## src/rtl/assert_macros.svh

```systemverilog
`ifndef ASSERT_MACROS_SVH
`define ASSERT_MACROS_SVH

// concurrent check on clk, disabled while rst_n is low
`define CHK_ASSERT(label, prop, msg) \
    label: assert property (@(posedge clk) disable iff (!rst_n) (prop)) else $error(msg);

// implication check on clk, disabled while rst_n is low
`define CHK_IMPLY(label, ante, cons, msg) \
    label: assert property (@(posedge clk) disable iff (!rst_n) (ante) |-> (cons)) \
        else $error(msg);

// next-cycle implication check on clk, disabled while rst_n is low
`define CHK_NEXT(label, ante, cons, msg) \
    label: assert property (@(posedge clk) disable iff (!rst_n) (ante) |=> (cons)) \
        else $error(msg);

`endif

```

## src/rtl/ftprc_pkg.sv

```systemverilog
`timescale 1ns / 1ps

package ftprc_pkg;

    localparam int unsigned CODE_W    = 10;
    localparam int unsigned MS_W      = 16;
    localparam int unsigned LEN_W     = 3;
    localparam int unsigned IN_DATA_W = 24;
    localparam int unsigned OUT_DATA_W = 16;

    localparam logic [7:0] CH_CR    = 8'h0D;
    localparam logic [7:0] CH_LF    = 8'h0A;
    localparam logic [7:0] CH_DASH  = 8'h2D;
    localparam logic [7:0] CH_SPACE = 8'h20;
    localparam logic [7:0] CH_ZERO  = 8'h30;
    localparam logic [7:0] CH_NINE  = 8'h39;

    localparam logic [LEN_W-1:0] CODE_LEN = 3'd3;
    localparam logic [LEN_W-1:0] LEN_MAX  = 3'd4;
    localparam logic [MS_W-1:0]  MS_MAX   = 16'hFFFF;

    typedef enum logic [1:0] {
        REQ_START = 2'd0,
        REQ_BYTE  = 2'd1,
        REQ_TICK  = 2'd2
    } req_type_t;

    typedef struct packed {
        logic [1:0]      req_type;
        logic [7:0]      rx_byte;
        logic [MS_W-1:0] timeout_ms;
    } item_t;

    typedef struct packed {
        logic              valid;
        logic [CODE_W-1:0] reply_code;
        logic              timed_out;
    } result_t;

endpackage

```

## src/rtl/ftprc_in_stage.sv

```systemverilog
`timescale 1ns / 1ps

module ftprc_in_stage (
    input  logic           clk,
    input  logic           rst_n,
    input  logic           in_valid,
    output logic           in_ready,
    input  ftprc_pkg::item_t in_item,
    input  logic           advance,
    output logic           item_valid,
    output ftprc_pkg::item_t item
);
    import ftprc_pkg::*;

    logic  valid_reg;
    logic  valid_next;
    item_t item_reg;

    assign in_ready   = !valid_reg || advance;
    assign valid_next = (in_valid && in_ready) ? 1'b1 : (advance ? 1'b0 : valid_reg);

    always_ff @(posedge clk or negedge rst_n)
    begin
        if (!rst_n)
        begin
            valid_reg <= 1'b0;
        end
        else
        begin
            valid_reg <= valid_next;
        end
    end

    always_ff @(posedge clk)
    begin
        if (in_valid && in_ready)
        begin
            item_reg <= in_item;
        end
    end

    assign item_valid = valid_reg;
    assign item       = item_reg;

endmodule

```

## src/rtl/ftprc_parser.sv

```systemverilog
`timescale 1ns / 1ps
`include "assert_macros.svh"

module ftprc_parser (
    input  logic               clk,
    input  logic               rst_n,
    input  ftprc_pkg::item_t   item,
    input  logic               fire,
    output ftprc_pkg::result_t res
);
    import ftprc_pkg::*;

    logic              waiting_reg,        waiting_next;
    logic [MS_W-1:0]   elapsed_reg,        elapsed_next;
    logic [MS_W-1:0]   limit_reg,          limit_next;
    logic [LEN_W-1:0]  line_len_reg,       line_len_next;
    logic [CODE_W-1:0] line_value_reg,     line_value_next;
    logic              digits_ok_reg,      digits_ok_next;
    logic [7:0]        sep_reg,            sep_next;
    logic [CODE_W-1:0] first_code_reg,     first_code_next;
    logic              have_first_reg,     have_first_next;
    logic              multi_reg,          multi_next;

    logic              is_digit;
    logic [CODE_W-1:0] digit_val;
    logic [CODE_W-1:0] value_x10;
    logic [MS_W-1:0]   elapsed_inc;
    logic              line_is_code;

    assign is_digit     = (item.rx_byte >= CH_ZERO) && (item.rx_byte <= CH_NINE);
    assign digit_val    = {{(CODE_W-4){1'b0}}, item.rx_byte[3:0]};
    assign value_x10    = {line_value_reg[CODE_W-4:0], 3'b000}
                        + {line_value_reg[CODE_W-2:0], 1'b0};
    assign elapsed_inc  = (elapsed_reg != MS_MAX) ? elapsed_reg + 1'b1 : elapsed_reg;
    assign line_is_code = (line_len_reg >= CODE_LEN) && digits_ok_reg;

    always_comb
    begin
        waiting_next    = waiting_reg;
        elapsed_next    = elapsed_reg;
        limit_next      = limit_reg;
        line_len_next   = line_len_reg;
        line_value_next = line_value_reg;
        digits_ok_next  = digits_ok_reg;
        sep_next        = sep_reg;
        first_code_next = first_code_reg;
        have_first_next = have_first_reg;
        multi_next      = multi_reg;
        res             = '0;

        unique case (item.req_type)
            REQ_START:
            begin
                waiting_next    = 1'b1;
                elapsed_next    = '0;
                limit_next      = item.timeout_ms;
                line_len_next   = '0;
                line_value_next = '0;
                digits_ok_next  = 1'b1;
                sep_next        = CH_SPACE;
                first_code_next = '0;
                have_first_next = 1'b0;
                multi_next      = 1'b0;
                if (item.timeout_ms == '0)
                begin
                    res.valid     = 1'b1;
                    res.timed_out = 1'b1;
                    waiting_next  = 1'b0;
                end
            end
            REQ_BYTE:
            begin
                if (waiting_reg && item.rx_byte != CH_CR)
                begin
                    if (item.rx_byte == CH_LF)
                    begin
                        // end of line: check for a reply code
                        if (line_is_code)
                        begin
                            if (!have_first_reg)
                            begin
                                first_code_next = line_value_reg;
                                have_first_next = 1'b1;
                                multi_next      = (sep_reg == CH_DASH);
                                if (sep_reg != CH_DASH)
                                begin
                                    res.valid      = 1'b1;
                                    res.reply_code = line_value_reg;
                                    waiting_next   = 1'b0;
                                end
                            end
                            else if (multi_reg && line_value_reg == first_code_reg
                                     && sep_reg == CH_SPACE)
                            begin
                                res.valid      = 1'b1;
                                res.reply_code = line_value_reg;
                                waiting_next   = 1'b0;
                            end
                        end
                        line_len_next   = '0;
                        line_value_next = '0;
                        digits_ok_next  = 1'b1;
                        sep_next        = CH_SPACE;
                    end
                    else
                    begin
                        if (line_len_reg < CODE_LEN)
                        begin
                            if (is_digit)
                            begin
                                line_value_next = value_x10 + digit_val;
                            end
                            else
                            begin
                                digits_ok_next = 1'b0;
                            end
                        end
                        else if (line_len_reg == CODE_LEN)
                        begin
                            sep_next = item.rx_byte;
                        end
                        if (line_len_reg < LEN_MAX)
                        begin
                            line_len_next = line_len_reg + 1'b1;
                        end
                    end
                end
            end
            REQ_TICK:
            begin
                if (waiting_reg)
                begin
                    elapsed_next = elapsed_inc;
                    if (elapsed_inc >= limit_reg)
                    begin
                        res.valid     = 1'b1;
                        res.timed_out = 1'b1;
                        waiting_next  = 1'b0;
                    end
                end
            end
            default:
            begin
            end
        endcase
    end

    always_ff @(posedge clk or negedge rst_n)
    begin
        if (!rst_n)
        begin
            waiting_reg    <= 1'b0;
            elapsed_reg    <= '0;
            limit_reg      <= '0;
            line_len_reg   <= '0;
            line_value_reg <= '0;
            digits_ok_reg  <= 1'b1;
            sep_reg        <= CH_SPACE;
            first_code_reg <= '0;
            have_first_reg <= 1'b0;
            multi_reg      <= 1'b0;
        end
        else if (fire)
        begin
            waiting_reg    <= waiting_next;
            elapsed_reg    <= elapsed_next;
            limit_reg      <= limit_next;
            line_len_reg   <= line_len_next;
            line_value_reg <= line_value_next;
            digits_ok_reg  <= digits_ok_next;
            sep_reg        <= sep_next;
            first_code_reg <= first_code_next;
            have_first_reg <= have_first_next;
            multi_reg      <= multi_next;
        end
    end

    `CHK_IMPLY(a_res_needs_wait, res.valid && item.req_type != REQ_START, waiting_reg,
               "result from a beat while not waiting")
    `CHK_NEXT(a_done_after_res, fire && res.valid, !waiting_reg,
              "still waiting after a result")
    `CHK_IMPLY(a_timeout_code, res.valid && res.timed_out, res.reply_code == '0,
               "timeout result with nonzero code")
    `CHK_ASSERT(a_len_range, line_len_reg <= LEN_MAX, "line length past limit")

endmodule

```

## src/rtl/ftprc_out_stage.sv

```systemverilog
`timescale 1ns / 1ps

module ftprc_out_stage (
    input  logic               clk,
    input  logic               rst_n,
    input  ftprc_pkg::result_t res,
    input  logic               load,
    output logic               busy,
    output logic               out_valid,
    input  logic               out_ready,
    output ftprc_pkg::result_t out_res
);
    import ftprc_pkg::*;

    logic    valid_reg;
    logic    valid_next;
    result_t res_reg;

    assign busy       = valid_reg && !out_ready;
    assign valid_next = load ? 1'b1 : (out_ready ? 1'b0 : valid_reg);

    always_ff @(posedge clk or negedge rst_n)
    begin
        if (!rst_n)
        begin
            valid_reg <= 1'b0;
        end
        else
        begin
            valid_reg <= valid_next;
        end
    end

    always_ff @(posedge clk)
    begin
        if (load)
        begin
            res_reg <= res;
        end
    end

    assign out_valid = valid_reg;
    assign out_res   = res_reg;

endmodule

```

## src/rtl/ftp_reply_code_parser_core.sv

```systemverilog
// path: input stage register, combinational parser, then output stage register
// throughput: one input beat per cycle unless a result is stalled, set by the single-pass update of the line state
// a stalled result holds the input stage, and every beat behind it, only while the held
// beat would produce another result
// reset: rst_n asynchronous active low, clears the valid flags and parser state; the block then ignores
// byte and tick beats until a start beat arrives
`timescale 1ns / 1ps
`include "assert_macros.svh"

module ftp_reply_code_parser_core (
    input  logic                       clk,
    input  logic                       rst_n,
    input  logic                       s_axis_tvalid,
    output logic                       s_axis_tready,
    input  logic [ftprc_pkg::IN_DATA_W-1:0]  s_axis_tdata,  // rx_byte, timeout_ms
    input  logic [1:0]                 s_axis_tuser,  // req_type
    output logic                       m_axis_tvalid,
    input  logic                       m_axis_tready,
    output logic [ftprc_pkg::OUT_DATA_W-1:0] m_axis_tdata,  // reply_code, zero fill
    output logic                       m_axis_tuser   // timed_out
);
    import ftprc_pkg::*;

    item_t   in_item;
    item_t   item;
    logic    item_valid;
    logic    fire;
    logic    out_busy;
    result_t res;
    result_t out_res;

    assign in_item.req_type   = s_axis_tuser;
    assign in_item.rx_byte    = s_axis_tdata[7:0];
    assign in_item.timeout_ms = s_axis_tdata[8 +: MS_W];

    assign fire = item_valid && !(res.valid && out_busy);

    ftprc_in_stage u_in (
        .clk        (clk),
        .rst_n      (rst_n),
        .in_valid   (s_axis_tvalid),
        .in_ready   (s_axis_tready),
        .in_item    (in_item),
        .advance    (fire),
        .item_valid (item_valid),
        .item       (item)
    );

    ftprc_parser u_parser (
        .clk   (clk),
        .rst_n (rst_n),
        .item  (item),
        .fire  (fire),
        .res   (res)
    );

    ftprc_out_stage u_out (
        .clk       (clk),
        .rst_n     (rst_n),
        .res       (res),
        .load      (fire && res.valid),
        .busy      (out_busy),
        .out_valid (m_axis_tvalid),
        .out_ready (m_axis_tready),
        .out_res   (out_res)
    );

    assign m_axis_tdata = {{(OUT_DATA_W-CODE_W){1'b0}}, out_res.reply_code};
    assign m_axis_tuser = out_res.timed_out;

    `CHK_IMPLY(a_no_overwrite, m_axis_tvalid && !m_axis_tready, !(fire && res.valid),
               "pending result overwritten")
    `CHK_NEXT(a_load_shows, fire && res.valid, m_axis_tvalid,
              "loaded result not presented")

endmodule
```

## config.mk

```make
export PLATFORM = sky130hd
export DESIGN_NAME = ftp_reply_code_parser_core
export DESIGN_NICKNAME = d
export VERILOG_FILES = /design/src/rtl/ftprc_pkg.sv /design/src/rtl/ftprc_in_stage.sv /design/src/rtl/ftprc_parser.sv /design/src/rtl/ftprc_out_stage.sv /design/src/rtl/ftp_reply_code_parser_core.sv
export VERILOG_INCLUDE_DIRS = /design/src /design/src/rtl
export SDC_FILE = /design/constraint.sdc
export NUM_CORES = 1
export LEC_CHECK = 0
export BUFFER_PORTS_ARGS = -buffer_cell sky130_fd_sc_hd__buf_2
export CORE_AREA = 3 3 104 106
export DETAILED_ROUTE_END_ITERATION = 16
export DIE_AREA = 0 0 107 109
export MAX_ROUTING_LAYER = met4
export PLACE_DENSITY = 0.85
export SYNTH_ARGS = -nofsm -noshare
export SYNTH_HDL_FRONTEND = slang
export SYNTH_SLANG_ARGS = --single-unit
```

## constraint.sdc

```tcl
create_clock -name clk -period 5.2 [get_ports clk]
set_input_delay 0.26 -clock clk [delete_from_list [all_inputs] [get_ports clk]]
set_output_delay 0.26 -clock clk [all_outputs]
set_load 0.01 [all_outputs]
```

== Word-level counts from Yosys, hierarchy flattened ==
Index checks and enable logic that the tools add are counted.

* Add/sub/neg operators: 4
* $mul: 0
* Divide/modulo/power cells: 0
* Magnitude comparators: 6
* Equal/unequal tests: 23
* Shift-type cells: 0
* Muxes and demuxes: 61
* Bitwise gates (word level): 0
* Reductions and logical operators: 31

{| class="wikitable"
|+ Operator list
! cell !! number
|-
| two-way mux 10 bit || 8
|-
| two-way mux 11 bit || 6
|-
| case mux 10 bit (2 select lines) || 2
|-
| two-way mux 16 bit || 2
|-
| two-way mux 8 bit || 4
|-
| case mux 16 bit (2 select lines) || 1
|-
| two-way mux 1 bit || 27
|-
| AND reduction 5 bit || 4
|-
| adder 16 x 1 -> 16 bit (second input constant) || 1
|-
| == test 8 x 6 -> 1 bit (second input constant) || 2
|-
| greater-or-equal comparator 16 bit || 1
|-
| zero test 16 bit || 1
|-
| inequality test 16 bit (second input constant) || 1
|-
| case mux 8 bit (2 select lines) || 1
|-
| inequality test 3 x 1 -> 1 bit (second input constant) || 5
|-
| adder 10 bit || 1
|-
| adder 10 x 4 -> 10 bit || 1
|-
| == test 10 bit || 1
|-
| logical AND 1 bit || 10
|-
| two-way mux 3 bit || 3
|-
| == test 8 x 4 -> 1 bit (second input constant) || 1
|-
| greater-or-equal comparator 8 x 6 -> 1 bit (second input constant) || 1
|-
| less-or-equal comparator 8 x 6 -> 1 bit (second input constant) || 1
|-
| inequality test 2 x 1 -> 1 bit (second input constant) || 4
|-
| other kinds (25) || 36
|}

* Register bits after elaboration: 106
* Latch bits: 0
* Bits in writable memories: 0
* ROM bits: 0
* Input port bits: 30
* Output and inout port bits: 19
* Logic and storage cells: 142
* Memories: 0

== Depth between registers and ports, before layout ==
Gate-level depths: netlist of run 1.

* Depth after elaboration: 15
* Gate-level depth with buffers: 19
* Gate-level depth less buffers: 15

== Hierarchy ==
Synthesis of run 1 repeated with hierarchy kept, for this count alone.

* Cell total of the unflattened synthesis: 500
* Area, all modules: 5642.9 µm²

{| class="wikitable"
|+ Modules (own cells, without submodules)
! module !! instances !! cells an instance !! area each (µm²) !! seq. area each (µm²)
|-
| ftprc_parser || 1 || 446 || 4337.9 || 1679.1
|-
| ftprc_in_stage || 1 || 30 || 834.6 || 805.8
|-
| ftprc_out_stage || 1 || 15 || 405.4 || 385.4
|-
| ftp_reply_code_parser_core || 1 || 9 || 65.1 || 0.0
|}

== Least setup slack after synthesis of run 1 ==
OpenSTA, ideal clock, no wires.

* Path type: register -> register
* Start: reg u_parser.elapsed_reg[0]
* End: reg u_in.item_reg (netlist bit u_in.item[0]), enable pin
* Setup time: 385 ps
* Data arrival time: 4026 ps
* Required time: 4815 ps
* Slack: 789 ps
* Cell stages (with the launch flop): 17
* Path buffers: 1
* Period minus slack after synthesis: 4411 ps
* Cell sequence: dfrtp_1 -> ha_1 -> and4_1 -> nand4_1 -> or3_1 -> clkbuf_1 -> and2_1 -> and3_1 -> xor2_1 -> ha_1 -> a21oi_1 -> o21ai_0 -> a22oi_1 -> o211ai_1 -> o21ai_0 -> or2_2 -> and2_1

* Longest elaborated chain between the ends: 11
* Elaborated cells on any way between the ends: 12
* Those cells by class: add/sub: 1; order compare: 1; eq/ne: 1; mux: 4; reduce/logical: 5

{| class="wikitable"
|+ RTL lines
! element !! RTL line !! RTL
|-
| start: declaration || ftprc_parser.sv:14 || <nowiki>logic [MS_W-1:0] elapsed_reg, elapsed_next;</nowiki>
|-
| start signal: assignment || ftprc_parser.sv:166 || <nowiki>elapsed_reg <= elapsed_next;</nowiki>
|-
| adder 16 x 1 -> 16 bit / inequality test 16 bit (equally long branches) || ftprc_parser.sv:34 || <nowiki>assign elapsed_inc = (elapsed_reg != MS_MAX) ? elapsed_reg + 1'b1 : elapsed_reg;</nowiki>
|-
| two-way mux 16 bit * || ftprc_parser.sv:34 ||
|-
| greater-or-equal comparator 16 bit * || ftprc_parser.sv:134 || <nowiki>if (elapsed_inc >= limit_reg)</nowiki>
|-
| two-way mux 1 bit * || ftprc_parser.sv:134 ||
|-
| two-way mux 1 bit * || ftprc_parser.sv:131 || <nowiki>if (waiting_reg)</nowiki>
|-
| case mux 1 bit (3 select lines) * || ftprc_parser.sv:51 || <nowiki>unique case (item.req_type)</nowiki>
|-
| logical AND 1 bit * || ftp_reply_code_parser_core.sv:36 || <nowiki>assign fire = item_valid && !(res.valid && out_busy);</nowiki>
|-
| zero test 1 bit * || ftp_reply_code_parser_core.sv:36 ||
|-
| logical AND 1 bit * || ftp_reply_code_parser_core.sv:36 ||
|-
| logical OR 1 bit * || ftprc_in_stage.sv:19 || <nowiki>assign in_ready = !valid_reg || advance;</nowiki>
|-
| net s_axis_tready || ftp_reply_code_parser_core.sv:14 || <nowiki>output logic s_axis_tready,</nowiki>
|-
| logical AND 1 bit * || ftprc_in_stage.sv:36 || <nowiki>if (in_valid && in_ready)</nowiki>
|-
| end signal: assignment || ftprc_in_stage.sv:38 || <nowiki>item_reg <= in_item;</nowiki>
|-
| end: declaration || ftprc_in_stage.sv:17 || <nowiki>item_t item_reg;</nowiki>
|}

Mark *: on every way through the listed nets, which the timed path passes. The rest lies on a longest branch.
A chain may end at the register's enable or synchronous reset.

== Worst setup path after layout of run 1 ==
* Start: reg u_parser.elapsed_reg[0]
* End: out s_axis_tready

* Longest elaborated chain between the ends: 10
* Elaborated cells on any way between the ends: 11
* Those cells by class: add/sub: 1; order compare: 1; eq/ne: 1; mux: 4; reduce/logical: 4

{| class="wikitable"
|+ RTL lines
! element !! RTL line
|-
| adder 16 x 1 -> 16 bit / inequality test 16 bit (equally long branches) || ftprc_parser.sv:34
|-
| two-way mux 16 bit * || ftprc_parser.sv:34
|-
| greater-or-equal comparator 16 bit * || ftprc_parser.sv:134
|-
| two-way mux 1 bit * || ftprc_parser.sv:134
|-
| two-way mux 1 bit * || ftprc_parser.sv:131
|-
| case mux 1 bit (3 select lines) * || ftprc_parser.sv:51
|-
| logical AND 1 bit * || ftp_reply_code_parser_core.sv:36
|-
| zero test 1 bit * || ftp_reply_code_parser_core.sv:36
|-
| logical AND 1 bit * || ftp_reply_code_parser_core.sv:36
|-
| logical OR 1 bit * || ftprc_in_stage.sv:19
|-
| end: declaration || ftp_reply_code_parser_core.sv:14
|}

Mark *: on every way between the ends. The rest lies on a longest branch, timed or not.

==> results of run 1 <==
## critical path: stages, from the launching register on
cell      delay [ns]
dfrtp_1         0.47
ha_1            0.24
and4_1          0.26
nand4_1         0.20
or3_1           0.58
and3_1          0.30
nor2b_1         0.15
xor2_1          0.15
ha_1            0.28
nand2_1         0.06
nor4_1          0.41
a22oi_1         0.16
o211ai_1        0.28
o21ai_0         0.21
or2_2           0.35
buf_2           0.15
## worst paths after layout
kind                                    startpoint                    endpoint  slack (ns)  cells past startpoint
setup / recovery           u_parser.elapsed_reg[0]               s_axis_tready        0.34                     15
hold / removal                               rst_n     u_parser.elapsed_reg[2]        0.06                      2
setup reg to reg           u_parser.elapsed_reg[0]               u_in.item[13]        0.46                     16
hold reg to reg                u_parser.sep_reg[5]         u_parser.sep_reg[5]        0.51                      2
max in group asynchronous                    rst_n  u_parser.first_code_reg[3]        4.57                      2
min in group clk                   s_axis_tdata[5]               u_in.item[21]        0.06                      1
## placed cells by master, fill, tap and decap left out, types with 4 or more instances in the layout
cell,count
ha_1,37
a21o_1,4
nand4_1,5
nor2_1,25
a31oi_1,5
nor2b_1,4
and2_1,19
xnor2_1,10
xor2_1,18
nand2b_1,5
clkbuf_8,10
nand3_1,6
edfxtp_1,37
o21ai_0,28
and3_1,12
inv_1,43
mux2_4,10
buf_2,42
o31ai_1,13
and4_1,7
buf_4,9
a21oi_1,16
mux2_2,11
conb_1,6
dfrtp_1,67
nor3_1,6
mux2i_1,18
a211o_1,8
nand2_1,46
nor4_1,14
## through the flow
stage / util / hold WS [ns] / std cells / setup slack (ns) / power, uW
2_1_floorplan: - / -0.0356 / 549 / 0.789 / 1490
3_3_place_gp: 0.628 / 0.436 / 705 / 0.758 / 1610
3_5_place_dp: 0.628 / 0.438 / 705 / 0.579 / 1650
4_1_cts: 0.646 / 0.0470 / 721 / 0.379 / 2120
5_1_grt: 0.646 / 0.0407 / 721 / 0.0590 / 2240
6_report: 0.646 / 0.0559 / 721 / 0.345 / 2110
## cell usage after synthesis (6+ instances only)
cell type	number
dfrtp_1	67
nand2_1	46
inv_1	43
edfxtp_1	37
ha_1	37
o21ai_0	28
nor2_1	25
and2_1	19
mux2i_1	18
xor2_1	18
a21oi_1	16
clkbuf_1	15
nor4_1	14
o31ai_1	13
and3_1	12
mux2_2	11
mux2_4	10
xnor2_1	10
a211o_1	8
and4_1	7
buf_4	6
nand3_1	6
nor3_1	6
## kinds of logic after synthesis
kind of cell | count (synthesis) | synth area share
buf+inv | 72 | 0.0556
xor+xnor | 28 | 0.0416
fa+ha+maj | 39 | 0.0853
other cells | 1 | 0.000636
flops | 106 | 0.482
compound gates | 96 | 0.109
mux | 39 | 0.0771
simple gates | 163 | 0.149
## final cells by class
| type | count | area share |
|---|---|---|
| clock buffer | 11 | 0.0222 |
| clock inverter | 5 | 0.00589 |
| inverter | 44 | 0.0259 |
| multi-input combinational | 371 | 0.431 |
| sequential | 106 | 0.446 |
| tap | 133 | 0.0261 |
| timing repair buffer | 51 | 0.0436 |
## power by group through the flow
| stage | Clock (uW) | Sequential (uW) | Combinational (uW) |
|---|---|---|---|
| 3_5_place_dp | 0 | 1130 | 514 |
| 6_report | 479 | 1120 | 513 |
| 3_3_place_gp | 0 | 1120 | 487 |
| 2_1_floorplan | 0 | 1080 | 413 |
| 5_1_grt | 515 | 1140 | 586 |
| 4_1_cts | 485 | 1120 | 517 |
## layer usage
metal | routed length (um) | part of all wire | vias to the layer above | track usage
li1 | - | - | 2016 | -
met1 | 5200 | 0.44 | 2022 | 0.279
met4 | 188 | 0.016 | 0 | 0.0795
met5 | 0 | 0 | - | -
met3 | 584 | 0.050 | 19 | 0.0320
met2 | 5800 | 0.49 | 145 | 0.373
==> impl_metrics.json, run 1 <==
{
  "grt_pass1_vias": 4291,
  "final_nets": 652,
  "setup_viol": 0,
  "netlist_area_um2": 5890,
  "yosys.area.top_type_share": 0.285,
  "area_delta_synth_final_pct": 8.13,
  "postCtsSetupBuffers": 0,
  "diodes": 0,
  "seq_area_frac_synth": 0.482,
  "critPathArrivalTime_ns": 4.60,
  "clockPowerShare": 0.227,
  "synthCells": 544,
  "io_pins": 49,
  "post-route-period-util": 0.934,
  "vias_per_cell": 5.83,
  "cts_buffers": 9,
  "root_buffer": "clkbuf_8",
  "report.final.slew_viol_count": 0,
  "required_ns": 4.94,
  "grt_max_degree": 70,
  "status": "complete, no violations",
  "stdcell_area_um2": 6370,
  "num_rows": 36,
  "antenna_found_initial": 0,
  "antenna_left": 0,
  "drive_gt1_frac": 0.158,
  "worstMarginPinSlew_ns": 0.887,
  "die_y_um": 109,
  "seqCellArea_um2": 2840,
  "cp-end-kind": "output port",
  "cts_hold_buf": 0,
  "drc": 0,
  "ys_types": 65,
  "hold_viol": 0,
  "vdd_drop_max_v": 0.000199,
  "cap_violations": 0,
  "synth.area.top_cells": "dfrtp_1, edfxtp_1, ha_1, mux2i_1, nand2_1",
  "die-area_um2": 11700,
  "routed_wl_um": 11800,
  "synth_ff_type": "dfrtp_1",
  "yosys.area.top_type": "dfrtp_1",
  "path_clk_slew_ns": 0.11,
  "drtIter0Drc": 260,
  "gr-usage-all-layers": 0.223,
  "fp.coreArea_um2": 9860,
  "internal_power_uw": 1420,
  "power_frac_seq": 0.530,
  "clkSinkCount": 106,
  "drtPass1Iterations": 5,
  "skew_ns": 0.0157,
  "post_cts_resized": 0,
  "initial_core_util": 0.597,
  "synthArstFlopShare": 0.651,
  "grt_first_pass_wirelength_um": 20000,
  "fin_setup_tns_ns": 0,
  "clockBufferDepth": 2,
  "p_switching_uw": 696,
  "die_w_um": 107,
  "finalCriticalPeriod_ns": 4.86,
  "relSlewSlack": 0.409,
  "grt_overflow_total": 0,
  "placed_cell_area_um2": 6190,
  "critPathLaunchType": "register",
  "largest_reg_flops": 26,
  "clock_latency_ns": 0.38,
  "dpl.hpwl_um": 8850,
  "critical_path_class": "reg2out",
  "hp-class": "in2async",
  "io_buffers": 42,
  "synth.ff_latch_count": 106,
  "synth_area_per_cell_um2": 10.8,
  "synth_edf_count": 37,
  "rsz0062_at_grt": "no",
  "h-tree-depth": 3,
  "clock.fmax_mhz": 206,
  "combPwrFrac": 0.243,
  "gp_congestion": 0.899,
  "cellPowerDensity_nw_per_um2": 332,
  "multiInputGateArea_um2": 2740,
  "cts_tree": "yes",
  "p_leak_uw": 0.00292,
  "routedWlPerCell_um": 16.3,
  "vias": 4202,
  "synth_warnings": 0,
  "cp_max_fo": 12,
  "netSwitchingFraction": 0.329,
  "fillCellCount": 772
}
(Power assumes the default switching activity.)
==> inputs of run 2 (changes only) <==
Settings changed: ABC_AREA from default to 1, CORE_AREA 3 3 104 106 to 3 3 105 107, DIE_AREA 0 0 107 109 to 0 0 108 110, PLACE_DENSITY 0.85 to 0.86, TNS_END_PERCENT from default to 50.
==> impl_metrics.json, run 2 <==
{
  "synth_area_per_cell_um2": 7.98,
  "final_core_util": 0.644,
  "rr_worst_depth": 24,
  "clkSinkCount": 106,
  "routed_wl_um": 12600,
  "final_nets": 871,
  "cap_violations": 0,
  "synth.ff_latch_count": 106,
  "critical_path_class": "reg2reg",
  "antenna_found_initial": 0,
  "critPathArrivalTime_ns": 4.63,
  "vdd_drop_max_v": 0.000161,
  "gr-usage-all-layers": 0.234,
  "diodes": 0,
  "fp.coreArea_um2": 10200,
  "hp-class": "in2reg",
  "postCtsSetupBuffers": 0,
  "seq_area_frac_synth": 0.465,
  "cellPowerDensity_nw_per_um2": 293,
  "grt_pass1_vias": 4697,
  "skew_ns": 0.0123,
  "cts_buffers": 9,
  "drc": 0,
  "path_clk_slew_ns": 0.09,
  "hp-start": "s_axis_tdata[22]",
  "report.final.slew_viol_count": 0,
  "holdPathEnd": "u_in.item[14]",
  "die_y_um": 110,
  "io_buffers": 42,
  "yosys.area.top_type_share": 0.274,
  "synthCells": 766,
  "netlist_area_um2": 6110,
  "worstMarginPinSlew_ns": 1.07,
  "grt_max_degree": 70,
  "synthArstFlopShare": 0.651,
  "cts_tree": "yes",
  "synth_edf_count": 37,
  "fin_setup_tns_ns": 0,
  "mostFrequentLayoutCell": "nand2_1",
  "h-tree-depth": 3,
  "grt_first_pass_wirelength_um": 21300,
  "placed_cell_area_um2": 6400,
  "largest_reg_flops": 26,
  "setup_viol": 0,
  "status": "complete, no violations",
  "grt_overflow_total": 0,
  "synth_common_cells": "nand2_1, inv_1, nor2_1",
  "cp-end-kind": "register",
  "yosysMostFrequentCell": "nand2_1",
  "ys_types": 36,
  "r2r_end": "u_parser.limit_reg[5]",
  "post-route-period-util": 0.835,
  "io_pins": 49,
  "final_cell_mix": "nand2_1, inv_1, nor2_1, dfrtp_1, nand3_1",
  "routedWlPerCell_um": 13.4,
  "synth_warnings": 0,
  "yosys.area.top_type": "dfrtp_1",
  "r2r-start": "u_parser.elapsed_reg[0]",
  "p_leak_uw": 0.00344,
  "clock.fmax_mhz": 230,
  "finalCriticalPeriod_ns": 4.34,
  "gp_congestion": 0.924,
  "drtPass1Iterations": 5,
  "die-area_um2": 11900,
  "startpoint": "u_parser.elapsed_reg[0]",
  "cts_hold_buf": 0,
  "num_rows": 37,
  "required_ns": 5.49,
  "drtIter0Drc": 248,
  "synth_ff_type": "dfrtp_1",
  "vias": 4963,
  "area_delta_synth_final_pct": 7.70,
  "stdcell_area_um2": 6580,
  "rsz0062_at_grt": "no",
  "relSlewSlack": 0.284,
  "die_w_um": 108,
  "synth.area.top_cells": "dfrtp_1, edfxtp_1, nand2_1, ha_1, inv_1",
  "clock_latency_ns": 0.38,
  "drive_gt1_frac": 0.0929,
  "antenna_left": 0,
  "cp_max_fo": 31,
  "post_cts_resized": 0,
  "root_buffer": "clkbuf_8",
  "critPathLaunchType": "register",
  "fillCellCount": 880,
  "initial_core_util": 0.598,
  "hold_viol": 0,
  "r2r_slack_ns": 0.86,
  "vias_per_cell": 5.26,
  "dpl.hpwl_um": 9430,
  "clockBufferDepth": 2,
  "p_total_uw": 1930,
  "min_path_cells": 1
}
==> run 2: changes by cell type in the layout (fill, tap and decap cells not counted), sizes merged, moves of 12 or more <==
cell,delta
nand2,+203
inv,+52
nor2,+45
nand3,+40
mux2,-21
and2,-19
mux2i,-18
nand4,+18
o31ai,-13
and3,-12
nor4,-12
==> run 2: per-layer routing <==
| layer | up-vias | track usage | routed length (um) |
|---|---|---|---|
| met1 | 2297 | 0.286 | 5520 |
| met4 | 0 | 0.0938 | 299 |
| li1 | 2513 | - | - |
| met5 | - | - | 0 |
| met2 | 126 | 0.393 | 6290 |
| met3 | 27 | 0.0384 | 521 |
==> run 2: how the worst max path moves through the flow <==
| stage | end | slack, ns | depth (start not counted) |
|---|---|---|---|
| after floorplan | u_in.item[0] | 1.55 | 23 |
| after global placement | u_parser.limit_reg[0] | 1.09 | 24 |
| after detailed placement | u_parser.limit_reg[8] | 0.92 | 23 |
| after CTS | u_parser.limit_reg[8] | 0.85 | 23 |
| after global routing | u_parser.limit_reg[10] | 0.33 | 23 |
| final | u_parser.limit_reg[5] | 0.86 | 24 |
==> run 2: final cells by class <==
cell class	count	area, um2	share of cell area
Clock buffer	11	141	0.0215
Clock inverter	5	38.8	0.00589
Multi-Input combinational cell	540	2770	0.421
Sequential cell	106	2840	0.431
Tap cell	136	170	0.0258
Timing Repair Buffer	49	263	0.0399
Inverter	96	360	0.0547
==> run 2: kinds of logic (layout without fill, tap and decap cells) <==
family / Yosys count / after routing / share of synthesized area
AND/OR/NAND/NOR: 415 / 415 / 0.286
XOR/XNOR: 18 / 18 / 0.0258
buffers and inverters: 125 / 161 / 0.0866
AO/OA/AOI/OAI: 62 / 62 / 0.0538
other: 1 / 6 / 0.000613
flip-flops: 106 / 106 / 0.465
adder cells (fa/ha/maj): 39 / 39 / 0.0823
==> run 2: critical path: stages (launching register included) <==
cell     delay [ns]
dfrtp_1        0.43
ha_1           0.24
nand2_1        0.11
nor2_1         0.15
nand3_1        0.17
nor2_1         0.24
inv_1          0.32
nor2_1         0.23
nor2_1         0.07
ha_1           0.29
nand2_1        0.07
nand2_1        0.05
nand2_1        0.05
nand2_1        0.04
nand2_1        0.05
nand2_1        0.05
nand2_1        0.05
nand2_1        0.08
nand2_1        0.12
nand3_2        0.15
nand2_1        0.20
nand2_1        0.12
nor2_2         0.72
nand2_1        0.15
o21ai_0        0.12
==> run 2: through the flow <==
step / hold WS, ns / std cells / setup slack [ns]
after floorplan: -0.0356 / 771 / 1.55
after global placement: 0.436 / 927 / 1.09
after detailed placement: 0.438 / 927 / 0.922
after CTS: 0.0440 / 943 / 0.854
after global routing: 0.0369 / 943 / 0.331
final: 0.0565 / 943 / 0.858
==> run 2: power by group <==
part / internal (uW) / switching [uW] / total [uW]
registers: 957 / 73.9 / 1030
logic: 155 / 273 / 428
clock network: 190 / 280 / 470
==> inputs of run 3 (changes only) <==
Clock period 5.2 ns to 4.4 ns, I/O delays scaled along.
==> impl_metrics.json, run 3 (same netlist as run 2, synthesis figures left out) <==
{
  "root_buffer": "clkbuf_8",
  "cp_max_fo": 31,
  "die_y_um": 110,
  "final_nets": 885,
  "diodes": 0,
  "p_switching_uw": 767,
  "area_delta_synth_final_pct": 10.4,
  "hp-class": "in2reg",
  "cts_buffers": 9,
  "clock.fmax_mhz": 253,
  "clockPowerShare": 0.264,
  "clockBufferDepth": 2,
  "cp-end-kind": "register",
  "num_rows": 37,
  "routed_wl_um": 13100,
  "gp_congestion": 0.966,
  "io_pins": 49,
  "final_core_util": 0.660,
  "dp_cells": 927,
  "report.final.slew_viol_count": 0,
  "required_ns": 4.69,
  "antenna_found_initial": 0,
  "cts_tree": "yes",
  "routedWlPerCell_um": 13.7,
  "vias_per_cell": 5.25,
  "drc": 0,
  "critical_path_class": "reg2reg",
  "antenna_left": 0,
  "hold_viol": 0,
  "vias": 5027,
  "power_frac_seq": 0.516,
  "drive_gt1_frac": 0.0974,
  "clock_latency_ns": 0.38,
  "worstMarginPinSlew_ns": 1.33,
  "cp.buffers_inverters": 2,
  "io_buffers": 42,
  "mostFrequentLayoutCell": "nand2_1",
  "netSwitchingFraction": 0.325,
  "grt_pass1_vias": 4724,
  "setup_viol": 0,
  "drtPass1Iterations": 6,
  "grt_max_degree": 39,
  "grt_first_pass_wirelength_um": 21600,
  "path_delay_family": "simple AND/OR/NAND/NOR gates",
  "relSlewSlack": 0.104,
  "initial_core_util": 0.598,
  "cp_slowest_stage_delay_ns": 0.44,
  "dpl.hpwl_um": 9460,
  "gr-usage-all-layers": 0.238,
  "fp.coreArea_um2": 10200,
  "die-area_um2": 11900,
  "drtIter0Drc": 280,
  "final_cell_mix": "nand2_1, inv_1, nor2_1, dfrtp_1, nand3_1",
  "finalCriticalPeriod_ns": 3.96,
  "clkSinkCount": 106,
  "largest_reg_flops": 26,
  "combPwrFrac": 0.220,
  "path_common_cell": "nand2_1",
  "cap_violations": 0,
  "skew_ns": 0.0174,
  "p_leak_uw": 0.00351,
  "critPathArrivalTime_ns": 4.25,
  "status": "complete, no violations",
  "post-route-period-util": 0.900,
  "cpMaxStageDelayCell": "dfrtp_1",
  "cellPowerDensity_nw_per_um2": 349,
  "h-tree-depth": 3,
  "critPathLaunchType": "register",
  "instances_no_fill": 957,
  "vdd_drop_max_v": 0.000218,
  "die_w_um": 108,
  "path_clk_slew_ns": 0.10,
  "internal_power_uw": 1590,
  "grt_overflow_total": 0
}
## run 3: layout make-up
class                      instances  area [um2]
fill                             823        3480
sequential                       106        2840
multi-input combinational        540        2780
timing repair buffer              62         390
inverter                          96         364
tap                              136         170
clock buffer                      10         128
clock inverter                     6        78.8
timing repair inverter             1        5.00
## run 3: path summary, 6_finish.rpt
check                                             end  cells after the start  slack, ns                     from
hold reg to reg                u_parser.digits_ok_reg                      2       0.47   u_parser.digits_ok_reg
setup reg to reg               u_parser.limit_reg[12]                     25       0.44  u_parser.elapsed_reg[0]
setup / recovery               u_parser.limit_reg[12]                     25       0.44  u_parser.elapsed_reg[0]
max in group asynchronous    u_parser.elapsed_reg[11]                      3       2.97                    rst_n
hold / removal                          u_in.item[22]                      1       0.02          s_axis_tdata[6]
min in group asynchronous  u_parser.first_code_reg[4]                      2       0.43                    rst_n
## run 3: power groups by stage
stage	clock [uW]	combinational [uW]	sequential [uW]
floorplan	0	391	1210
global placement	0	487	1230
detailed placement	0	504	1240
CTS	631	511	1210
global route	679	600	1230
finish	622	518	1220
## run 3: worst reg2reg max path: cells and delay by family (launching register included)
| kind | cells | cell delay [ns] |
|---|---|---|
| flip-flops | 1 | 0.44 |
| buffers and inverters | 2 | 0.56 |
| adder cells (fa/ha/maj) | 2 | 0.53 |
| AO/OA/AOI/OAI | 1 | 0.11 |
| AND/OR/NAND/NOR | 20 | 2.24 |
## run 3: per-stage QoR
step | TNS [ns] | hold WS (ns) | cell area [um2] | setup WS (ns) | total power, uW
final | 0 | 0.0203 | 6750 | 0.440 | 2360
after global routing | -0.00173 | 0.00169 | 6750 | -0.00173 | 2510
after CTS | 0 | 0.00197 | 6680 | 0.243 | 2360
after detailed placement | 0 | 0.329 | 6400 | 0.300 | 1740
after floorplan | 0 | -0.0756 | 6130 | 0.751 | 1600
after global placement | 0 | 0.328 | 6400 | 0.469 | 1720
## run 3: per-layer routing
metal  share of wire  track usage  vias to the layer above
met5               0            -                        -
met4           0.027       0.0857                        0
met3           0.055       0.0402                       28
met2            0.49        0.395                      167
met1            0.43        0.298                     2283
li1                -            -                     2549
## run 3: what timing repair did
| item | in CTS | in global routing |
|---|---|---|
| gates resized for setup | 0 | 3 |
| buffers inserted | 0 | 1 |
| hold buffers | 7 | 5 |
| setup endpoints to repair | 0 | 49 |
| endpoints found under the hold margin | 35 | 5 |
